File: src/rtl/core/icp_pkg.sv
// shared types, codes and decode functions for the infix to postfix converter
`timescale 1ns / 1ps

package icp_pkg;

   localparam int DEFAULT_STACK_DEPTH = 32;

   localparam logic [7:0] CHAR_LPAREN = 8'h28;
   localparam logic [7:0] CHAR_RPAREN = 8'h29;
   localparam logic [7:0] CHAR_PLUS   = 8'h2B;
   localparam logic [7:0] CHAR_MINUS  = 8'h2D;
   localparam logic [7:0] CHAR_STAR   = 8'h2A;
   localparam logic [7:0] CHAR_SLASH  = 8'h2F;
   localparam logic [7:0] CHAR_CARET  = 8'h5E;
   localparam logic [7:0] CHAR_LO_A   = 8'h61;
   localparam logic [7:0] CHAR_LO_Z   = 8'h7A;
   localparam logic [7:0] CHAR_UP_A   = 8'h41;
   localparam logic [7:0] CHAR_UP_Z   = 8'h5A;
   localparam logic [7:0] CHAR_ZERO   = 8'h30;
   localparam logic [7:0] CHAR_NINE   = 8'h39;
   localparam logic [7:0] CHAR_NUL    = 8'h00;

   typedef logic [2:0] op_code_type;
   typedef logic [1:0] prec_type;

   localparam op_code_type CODE_NONE   = 3'd0;
   localparam op_code_type CODE_LPAREN = 3'd1;
   localparam op_code_type CODE_PLUS   = 3'd2;
   localparam op_code_type CODE_MINUS  = 3'd3;
   localparam op_code_type CODE_STAR   = 3'd4;
   localparam op_code_type CODE_SLASH  = 3'd5;
   localparam op_code_type CODE_CARET  = 3'd6;

   typedef enum logic [1:0] {
      ST_IDLE,
      ST_PROC,
      ST_FLUSH
   } state_type;

   typedef enum logic [1:0] {
      EMIT_INPUT,
      EMIT_TOP,
      EMIT_TERM
   } emit_sel_type;

   typedef struct packed {
      logic         load;
      logic         emit;
      emit_sel_type emit_sel;
      logic         push;
      logic         pop;
      logic         clr_ovf;
   } cmd_type;

   typedef struct packed {
      logic is_operand;
      logic is_rparen;
      logic is_push;
      logic last;
      logic empty;
      logic top_lparen;
      logic top_pops;
      logic out_free;
   } stat_type;

   function automatic op_code_type char_code(input logic [7:0] c);
      op_code_type r;
      unique case (c)
         CHAR_LPAREN: r = CODE_LPAREN;
         CHAR_PLUS:   r = CODE_PLUS;
         CHAR_MINUS:  r = CODE_MINUS;
         CHAR_STAR:   r = CODE_STAR;
         CHAR_SLASH:  r = CODE_SLASH;
         CHAR_CARET:  r = CODE_CARET;
         default:     r = CODE_NONE;
      endcase
      return r;
   endfunction

   function automatic logic [7:0] code_char(input op_code_type code);
      logic [7:0] r;
      unique case (code)
         CODE_LPAREN: r = CHAR_LPAREN;
         CODE_PLUS:   r = CHAR_PLUS;
         CODE_MINUS:  r = CHAR_MINUS;
         CODE_STAR:   r = CHAR_STAR;
         CODE_SLASH:  r = CHAR_SLASH;
         CODE_CARET:  r = CHAR_CARET;
         default:     r = CHAR_NUL;
      endcase
      return r;
   endfunction

   function automatic prec_type code_prec(input op_code_type code);
      prec_type r;
      unique case (code)
         CODE_PLUS, CODE_MINUS: r = 2'd1;
         CODE_STAR, CODE_SLASH: r = 2'd2;
         CODE_CARET:            r = 2'd3;
         default:               r = 2'd0;
      endcase
      return r;
   endfunction

   function automatic logic is_operand(input logic [7:0] c);
      return (c >= CHAR_LO_A && c <= CHAR_LO_Z) || (c >= CHAR_UP_A && c <= CHAR_UP_Z) ||
             (c >= CHAR_ZERO && c <= CHAR_NINE);
   endfunction

endpackage

File: src/rtl/core/infix_to_postfix_converter_core.sv
// top level of the infix to postfix converter: controller plus stack datapath
//
// Usage: infix characters enter on the req_ channel (req_in_char, req_in_last), one item
// per handshake; postfix characters leave on the rsp_ channel. An item is taken when
// valid is high and stall is low. Operands pass through, operators and parentheses
// go through an operator stack held in a memory of STACK_DEPTH entries.
// The block takes no new item until it is through with the last one. The pop loop of
// the controller emits one result per cycle while the output register is free. With
// req_in_last set the stack is flushed, operators emitted and left parentheses
// dropped, then the NUL terminator follows with rsp_out_last high. rsp_overflow is the
// sticky flag of dropped pushes in this expression; it is cleared after the terminator.
// A result is registered in the output register in the cycle after it is decided; an
// operand is first loaded into the input holding register and then decided in ST_PROC.
// Reset: the stack is empty and the flag is clear at once, with no clearing pass.
// When the receiver stalls, the result is held and the controller waits; req_stall
// stays high while an item is being worked on.
`timescale 1ns / 1ps

module infix_to_postfix_converter_core #(
   parameter int STACK_DEPTH = icp_pkg::DEFAULT_STACK_DEPTH
) (
   input  logic       clock,
   input  logic       reset,
   input  logic       req_valid,
   output logic       req_stall,
   input  logic [7:0] req_in_char,
   input  logic       req_in_last,
   output logic       rsp_valid,
   input  logic       rsp_stall,
   output logic [7:0] rsp_out_char,
   output logic       rsp_out_last,
   output logic       rsp_overflow
);
   import icp_pkg::*;

   cmd_type  cmd;
   stat_type stat;

   icp_ctrl u_ctrl (
      .clock     (clock),
      .reset     (reset),
      .req_valid (req_valid),
      .req_stall (req_stall),
      .stat      (stat),
      .cmd       (cmd)
   );

   icp_datapath #(
      .STACK_DEPTH (STACK_DEPTH)
   ) u_datapath (
      .clock        (clock),
      .reset        (reset),
      .cmd          (cmd),
      .stat         (stat),
      .req_in_char  (req_in_char),
      .req_in_last  (req_in_last),
      .rsp_valid    (rsp_valid),
      .rsp_stall    (rsp_stall),
      .rsp_out_char (rsp_out_char),
      .rsp_out_last (rsp_out_last),
      .rsp_overflow (rsp_overflow)
   );

endmodule

File: src/rtl/core/icp_datapath.sv
// operator stack, input holding register and output register of the converter
`timescale 1ns / 1ps

module icp_datapath #(
   parameter int STACK_DEPTH = icp_pkg::DEFAULT_STACK_DEPTH
) (
   input  logic              clock,
   input  logic              reset,
   input  icp_pkg::cmd_type  cmd,
   output icp_pkg::stat_type stat,
   input  logic [7:0]        req_in_char,
   input  logic              req_in_last,
   output logic              rsp_valid,
   input  logic              rsp_stall,
   output logic [7:0]        rsp_out_char,
   output logic              rsp_out_last,
   output logic              rsp_overflow
);
   import icp_pkg::*;

   localparam int CNT_W = $clog2(STACK_DEPTH + 1);
   localparam int AW    = $clog2(STACK_DEPTH);

   op_code_type      stack_mem [STACK_DEPTH];
   op_code_type      top_ff;
   logic [CNT_W-1:0] count_ff, count_in;
   logic [CNT_W-1:0] rd_cnt;
   logic             ovf_ff, ovf_in;
   logic [7:0]       ch_ff;
   logic             last_ff;
   logic             rsp_valid_ff, rsp_valid_in;
   logic [7:0]       rsp_char_ff, rsp_char_in;
   logic             rsp_last_ff;
   logic             rsp_ovf_ff;
   logic             full, empty, push_ok;
   op_code_type      in_code;
   prec_type         in_prec, top_prec;

   assign in_code  = char_code(ch_ff);
   assign in_prec  = code_prec(in_code);
   assign top_prec = code_prec(top_ff);
   assign full     = (count_ff == CNT_W'(STACK_DEPTH));
   assign empty    = (count_ff == '0);
   assign push_ok  = cmd.push && !full;

   always_comb begin
      count_in = count_ff;
      if (push_ok) begin
         count_in = count_ff + 1'b1;
      end else if (cmd.pop && !empty) begin
         count_in = count_ff - 1'b1;
      end
      rd_cnt = count_in - 1'b1;
      ovf_in = ovf_ff;
      if (cmd.push && full) begin
         ovf_in = 1'b1;
      end else if (cmd.clr_ovf) begin
         ovf_in = 1'b0;
      end
   end

   // top of stack kept in a registered read, bypassed on a push
   always_ff @(posedge clock) begin
      if (push_ok) begin
         stack_mem[count_ff[AW-1:0]] <= in_code;
      end
      if (push_ok) begin
         top_ff <= in_code;
      end else if (count_in != '0) begin
         top_ff <= stack_mem[rd_cnt[AW-1:0]];
      end else begin
         top_ff <= CODE_NONE;
      end
   end

   always_ff @(posedge clock) begin
      if (reset) begin
         count_ff <= '0;
         ovf_ff   <= 1'b0;
      end else begin
         count_ff <= count_in;
         ovf_ff   <= ovf_in;
      end
   end

   always_ff @(posedge clock) begin
      if (cmd.load) begin
         ch_ff   <= req_in_char;
         last_ff <= req_in_last;
      end
   end

   always_comb begin
      case (cmd.emit_sel)
         EMIT_INPUT: rsp_char_in = ch_ff;
         EMIT_TOP:   rsp_char_in = code_char(top_ff);
         default:    rsp_char_in = CHAR_NUL;
      endcase
      rsp_valid_in = rsp_valid_ff;
      if (cmd.emit) begin
         rsp_valid_in = 1'b1;
      end else if (!rsp_stall) begin
         rsp_valid_in = 1'b0;
      end
   end

   always_ff @(posedge clock) begin
      if (reset) begin
         rsp_valid_ff <= 1'b0;
      end else begin
         rsp_valid_ff <= rsp_valid_in;
      end
   end

   always_ff @(posedge clock) begin
      if (cmd.emit) begin
         rsp_char_ff <= rsp_char_in;
         rsp_last_ff <= (cmd.emit_sel == EMIT_TERM);
         rsp_ovf_ff  <= ovf_ff;
      end
   end

   always_comb begin
      stat.is_operand = is_operand(ch_ff);
      stat.is_rparen  = (ch_ff == CHAR_RPAREN);
      stat.is_push    = (in_code != CODE_NONE);
      stat.last       = last_ff;
      stat.empty      = empty;
      stat.top_lparen = (top_ff == CODE_LPAREN);
      stat.top_pops   = !empty && in_code != CODE_LPAREN &&
                        top_ff != CODE_LPAREN && top_ff != CODE_NONE &&
                        (top_prec > in_prec ||
                         (top_prec == in_prec && ch_ff != CHAR_CARET));
      stat.out_free   = !rsp_valid_ff || !rsp_stall;
   end

   assign rsp_valid    = rsp_valid_ff;
   assign rsp_out_char = rsp_char_ff;
   assign rsp_out_last = rsp_last_ff;
   assign rsp_overflow = rsp_ovf_ff;

endmodule

File: src/rtl/core/icp_ctrl.sv
// controller state machine sequencing pops, pushes and the end of expression flush
`timescale 1ns / 1ps

module icp_ctrl (
   input  logic              clock,
   input  logic              reset,
   input  logic              req_valid,
   output logic              req_stall,
   input  icp_pkg::stat_type stat,
   output icp_pkg::cmd_type  cmd
);
   import icp_pkg::*;

   state_type state_ff, state_in;

   always_ff @(posedge clock) begin
      if (reset) begin
         state_ff <= ST_IDLE;
      end else begin
         state_ff <= state_in;
      end
   end

   always_comb begin
      state_in     = state_ff;
      cmd          = '0;
      cmd.emit_sel = EMIT_INPUT;
      req_stall    = (state_ff != ST_IDLE);
      unique case (state_ff)
         ST_IDLE: begin
            if (req_valid) begin
               cmd.load = 1'b1;
               state_in = ST_PROC;
            end
         end
         ST_PROC: begin
            if (stat.is_operand) begin
               if (stat.out_free) begin
                  cmd.emit = 1'b1;
                  state_in = stat.last ? ST_FLUSH : ST_IDLE;
               end
            end else if (stat.is_rparen) begin
               if (!stat.empty && !stat.top_lparen) begin
                  if (stat.out_free) begin
                     cmd.emit     = 1'b1;
                     cmd.emit_sel = EMIT_TOP;
                     cmd.pop      = 1'b1;
                  end
               end else begin
                  cmd.pop  = 1'b1;
                  state_in = stat.last ? ST_FLUSH : ST_IDLE;
               end
            end else if (stat.is_push) begin
               if (stat.top_pops) begin
                  if (stat.out_free) begin
                     cmd.emit     = 1'b1;
                     cmd.emit_sel = EMIT_TOP;
                     cmd.pop      = 1'b1;
                  end
               end else begin
                  cmd.push = 1'b1;
                  state_in = stat.last ? ST_FLUSH : ST_IDLE;
               end
            end else begin
               state_in = stat.last ? ST_FLUSH : ST_IDLE;
            end
         end
         ST_FLUSH: begin
            if (!stat.empty) begin
               if (stat.top_lparen) begin
                  cmd.pop = 1'b1;
               end else if (stat.out_free) begin
                  cmd.emit     = 1'b1;
                  cmd.emit_sel = EMIT_TOP;
                  cmd.pop      = 1'b1;
               end
            end else if (stat.out_free) begin
               cmd.emit     = 1'b1;
               cmd.emit_sel = EMIT_TERM;
               cmd.clr_ovf  = 1'b1;
               state_in     = ST_IDLE;
            end
         end
         default: begin
            state_in = ST_IDLE;
         end
      endcase
   end

endmodule

File: config.mk
export PLATFORM = sky130hd
export DESIGN_NAME = infix_to_postfix_converter_core
export DESIGN_NICKNAME = d
export VERILOG_FILES = /design/src/rtl/core/icp_pkg.sv /design/src/rtl/core/infix_to_postfix_converter_core.sv /design/src/rtl/core/icp_datapath.sv /design/src/rtl/core/icp_ctrl.sv
export SDC_FILE = /design/constraint.sdc
export NUM_CORES = 1
export LEC_CHECK = 0
export ABC_AREA = 1
export ABC_CLOCK_PERIOD_IN_PS = 5000
export BUFFER_PORTS_ARGS = -buffer_cell sky130_fd_sc_hd__buf_4
export CAP_MARGIN = 25
export CORE_MARGIN = 2
export CORE_UTILIZATION = 38
export CTS_BUF_LIST = sky130_fd_sc_hd__clkbuf_4 sky130_fd_sc_hd__clkbuf_8
export DETAILED_ROUTE_END_ITERATION = 16
export GPL_TIMING_DRIVEN = 0
export PLACE_DENSITY_LB_ADDON = 0.12
export SLEW_MARGIN = 10
export SYNTH_ARGS = -nofsm -noshare
export SYNTH_HDL_FRONTEND = slang
export SYNTH_HIERARCHICAL = 1
export SYNTH_SLANG_ARGS = --single-unit
File: constraint.sdc
create_clock -name clock -period 5 [get_ports clock]
set_clock_uncertainty 0.2 [all_clocks]
set_input_delay 0.75 -clock clock [delete_from_list [all_inputs] [get_ports clock]]
set_output_delay 0.75 -clock clock [all_outputs]
set_load 0.02 [all_outputs]
After elaboration in Yosys (flattened, before gate mapping)
Memory sizes are Yosys's and may differ from the RTL's.
Cells that the tools add are included.
Widths: inputs -> output; s select.
{ "totals": {"mem_bits_rw": 96, "in_bits": 13, "mem_count": 1, "register_bits": 32} }
{ "classes": {"add_sub_neg": 3, "n_reduce_logical": 34, "n_mux": 51, "n_eq_ne": 34, "magnitude_cmp": 7} }
{ "memory_table": {"columns": ["name", "words", "word_bits", "read_ports", "rd_clocked_by_memory_dff", "write_ports", "line_no", "text"], "rows": [
  ["u_datapath.stack_mem", 32, 3, 1, 0, 1, "icp_datapath.sv:24", "op_code_type stack_mem [STACK_DEPTH];"]
]} }
{ "ops": {"columns": ["operator", "n"], "rows": [
  ["$eq 8x6->1 const B", 6],
  ["$pmux 7 s6", 1],
  ["$mux 3", 9],
  ["$mux 1", 20],
  ["$mux 2", 10],
  ["$eq 3x3->1 const B", 6],
  ["$pmux 2 s3", 3],
  ["$pmux 3 s6", 1],
  ["$ge 8x7->1 const B", 2],
  ["$le 8x7->1 const B", 2],
  ["$pmux 8 s2", 1],
  ["$eq 3x2->1 const B", 4],
  ["$logic_and 1x1->1", 12],
  ["$mux 6", 2],
  ["$eq 8x7->1 const B", 1],
  ["$ge 8x6->1 const B", 1],
  ["$le 8x6->1 const B", 1],
  ["$ne 8x7->1 const B", 1],
  ["$reduce_or 2->1", 4],
  ["$add 6x1->6 const B", 1],
  ["$eq 6x6->1 const B", 1],
  ["$logic_not 6->1", 1],
  ["$ne 3x1->1 const B", 2],
  ["$pmux 3 s2", 1],
  ["22 further kinds", 36]
]} }

Depth between registers and ports, before layout
An unclocked memory read counts as a cell.
{ "logic_depth": {"depth_word": 21, "mapped_depth": 33} }

By module
Netlist, hierarchy kept.
{ "modules_own_cells": {"columns": ["mod", "cells_each", "seq_area_each_um2", "area_per_inst_um2", "n_inst"], "rows": [
  ["icp_datapath", 629, 3673.5, 6188.4, 1],
  ["icp_ctrl", 63, 40.0, 354.1, 1]
]} }

Least setup slack after synthesis
Ideal clock, no wire load.
{ "synth_path": {"kind": "register to register", "startpoint": "reg u_datapath.ch_ff[1]", "endpoint": "reg u_datapath.top_ff[0]", "setup_time_ps": 115, "path_stages_with_launch": 33, "n_path_buf": 3, "arrival_time_ps": 4721, "path_slack_ps": -36, "period_less_slack_ps": 5036, "cell_sequence": "edfxtp_1 > inv_1 > nor2_1 > inv_1 > nor3_1 > nor2_1 > nand2_1 > inv_1 > ha_1 > inv_1 > o21ai_0 > nand4_1 > a21oi_1 > nand2_1 > o21ai_2 > nand3_1 > a21oi_1 > nand2_2 > nand2_1 > nand2_2 > nand2_4 > buf_2 > ha_1 > clkbuf_1 > inv_1 > clkbuf_1 > nand3_1 > nand3_1 > nand3_1 > nand2_1 > nand2_1 > nand3_1 > nand2_1"} }
{ "synth_lines": {"columns": ["item", "line_no", "text"], "rows": [
  ["from (decl)", "icp_datapath.sv:29", "logic [7:0] ch_ff;"],
  ["from (signal assigned)", "icp_datapath.sv:88", "ch_ff <= req_in_char;"],
  ["to (signal assigned)", "icp_datapath.sv:68", "top_ff <= in_code;"],
  ["to (signal assigned)", "icp_datapath.sv:70", "top_ff <= stack_mem[rd_cnt[AW-1:0]];"],
  ["to (decl)", "icp_datapath.sv:25", "op_code_type top_ff;"]
]} }

==> flow_summary.json <==
{
  "synth_edf_count": 115,
  "insertion_delay_ps": 450,
  "crit_buf_inv": 4,
  "synth_nets": 717,
  "antenna_found_initial": 0,
  "final_net_count": 772,
  "drc": 0,
  "routabilityCongestion": 0.909,
  "cp_max_fo": 10,
  "hold_class": "reg2reg",
  "die_h_um": 135,
  "drv_slew": 0,
  "num_antenna_cells": 0,
  "netlist_area_mm2": 0.00654,
  "die_area_mm2": 0.0183,
  "cts.sinks": 128,
  "post_drt_via_cell_ratio": 5.14,
  "synth-async-reset-ratio_pct": 0,
  "clk_pin_slew_ps": 70,
  "ios": 25,
  "final-setup-viol-count": 0,
  "setup.worst_path.class": "reg2reg",
  "synth_area_leaders": "edfxtp_1, nand3_1, nand2_1",
  "synth_top_area_share_pct": 52.8,
  "startpoint_type": "register",
  "grt_pass1_vias": 4917,
  "hpwl_um": 11600,
  "fin_crit_sh_pct": 94.2,
  "synth-seq-cells": 128,
  "ys_seq_area_share_pct": 56.8,
  "start_util_pct": 39.2,
  "portBuffers": 24,
  "ys_top_cells_by_count": "nand2_1, nand3_1, edfxtp_1",
  "maxCapViolCount": 0,
  "grt_max_degree": 33,
  "crit_required_ps": 5140,
  "ys_warn_count": 6,
  "grt_pass1_wl_um": 26500,
  "vdd_drop_max_v": 0.000164,
  "num_rows": 47,
  "critPathTopFamily": "simple AND/OR/NAND/NOR gates",
  "cpPeakStageDelay_ps": 410,
  "slowest_stage": "edfxtp_1",
  "wl_um": 17200,
  "grt_overflow": 0,
  "clock_path_buffers": 2,
  "cts_tree": "yes",
  "worst_path_most_repeated_cell": "nand2_1",
  "die_w_um": 135,
  "ant_nets": 0,
  "final.setup.tns_ps": 0,
  "arrival_ps": 4850,
  "period_needed_ps": 4710,
  "track_usage_pct": 19.6,
  "vias": 5042,
  "holdBufCountCts": 0,
  "ys_types": 35,
  "wl_per_cell_um": 17.6,
  "avgSynthCellArea_um2": 9.45,
  "synth_most_common_cell": "nand2_1",
  "p_leak_nw": 3.05,
  "synthCells": 692,
  "area_growth_syn_to_layout_pct": 18.1,
  "worst_setup_path_end_kind": "register",
  "drt-initial-drc-count": 487,
  "power.density_mw_per_mm2": 307,
  "synth_top_cell_by_area": "edfxtp_1",
  "htree_levels": 4,
  "core_region_area_mm2": 0.0167,
  "hold_violations": 0,
  "hold_slack_ps": 236,
  "fill_cells": 1619,
  "drive_gt1_share_pct": 19.6,
  "root_buffer": "clkbuf_8",
  "status": "completed",
  "tightest_slew_ps": 742,
  "fmax_mhz": 212,
  "max_slew_margin_pct": 50.4,
  "ys.flop_type": "edfxtp_1",
  "cts_buffers": 17,
  "drtPass1Iterations": 7
}
[stage by stage]
stage | setup slack, ps | power, mW | instance area, µm² | std cells | util (%)
after floorplan | 146 | 1.33 | 6550 | 692 | -
after detailed placement | -1640 | 1.40 | 7080 | 940 | 42.4
final | 289 | 2.37 | 7730 | 980 | 46.3
after global placement | -1590 | 1.39 | 7000 | 936 | 41.9
after global routing | -46.3 | 2.45 | 7730 | 980 | 46.3
after CTS | 0.711 | 2.38 | 7610 | 974 | 45.5
[report_power, final]
group          switching [mW]  total [mW]  internal (mW)
registers              0.0113        1.19           1.18
logic                   0.130       0.200         0.0705
clock network           0.396       0.980          0.584
total                   0.538        2.37           1.83
[cells by family after synthesis]
logic type	Yosys count	share of synthesized area, %
xor+xnor	4	0.536
simple gates	399	28.9
fa+ha+maj	12	2.29
flops	128	56.8
compound gates	40	3.46
buf+inv	109	8.05
[final timing paths]
kind	start	to	slack (ps)	cells past startpoint
setup / recovery	u_datapath/ch_ff[5]	u_datapath/top_ff[0]	290	30
setup reg to reg	u_datapath/ch_ff[5]	u_datapath/top_ff[0]	290	30
hold / removal	u_datapath/ovf_ff	u_datapath/rsp_overflow	240	0
hold reg to reg	u_datapath/ovf_ff	u_datapath/rsp_overflow	240	0
[sequential cells by signal (all words and copies together), names as in the netlist, 2 cells and up]
| signal | flops |
|---|---|
| u_datapath/rsp_out_char | 8 |
| u_datapath/count_ff | 6 |
| u_ctrl/state_ff | 2 |
| u_datapath/stack_mem | 96 |
| u_datapath/top_ff | 3 |
| u_datapath/ch_ff | 8 |
[worst reg2reg max path, delay by kind of cell (launching register included)]
| kind | cells | cell delay (ps) |
|---|---|---|
| compound gates | 5 | 910 |
| fa+ha+maj | 2 | 540 |
| buf+inv | 4 | 380 |
| flops | 1 | 410 |
| simple gates | 19 | 2140 |
[what timing repair did]
action                                  in CTS  in global routing
pin swaps                                    1                  5
endpoints found under the setup margin      93                  3
resized for setup                           15                 19
cloned                                       1                  0
buffers inserted                             3                  6
[layout by cell type (no fill, tap or decap), types with 4 or more instances in the layout]
cell type,synthesis,layout
nand2_1,148,147
nand3_1,126,123
edfxtp_1,115,115
inv_1,73,72
nor2_1,67,65
buf_4,6,39
clkbuf_8,0,21
nand3b_1,16,16
a21oi_1,17,15
nand3_2,10,13
o21ai_0,15,13
dfxtp_1,13,13
buf_6,10,12
ha_1,12,10
nand2_2,6,7
inv_2,6,6
nor2_2,4,6
clkinv_2,0,5
nor3_1,7,5
nand4_1,5,5
bufinv_16,0,4
nor2_4,4,4
buf_2,7,4
[cell type report]
type	count	area (µm²)	share of cell area [%]
inverter	79	299	3.87
buffer	28	248	3.21
timing repair buffer	37	313	4.05
multi-input combinational	456	2440	31.5
clock buffer	21	283	3.66
tap	220	275	3.56
clock inverter	11	160	2.07
sequential	128	3710	48.1
[routing by layer]
metal | track usage (%) | part of all wire (%)
met5 | 0 | 0
met4 | 6.60 | 1.7
met3 | 4.64 | 5.1
met2 | 31.3 | 47
met1 | 26.4 | 46
Note: power is estimated with default switching activity, not from simulation.
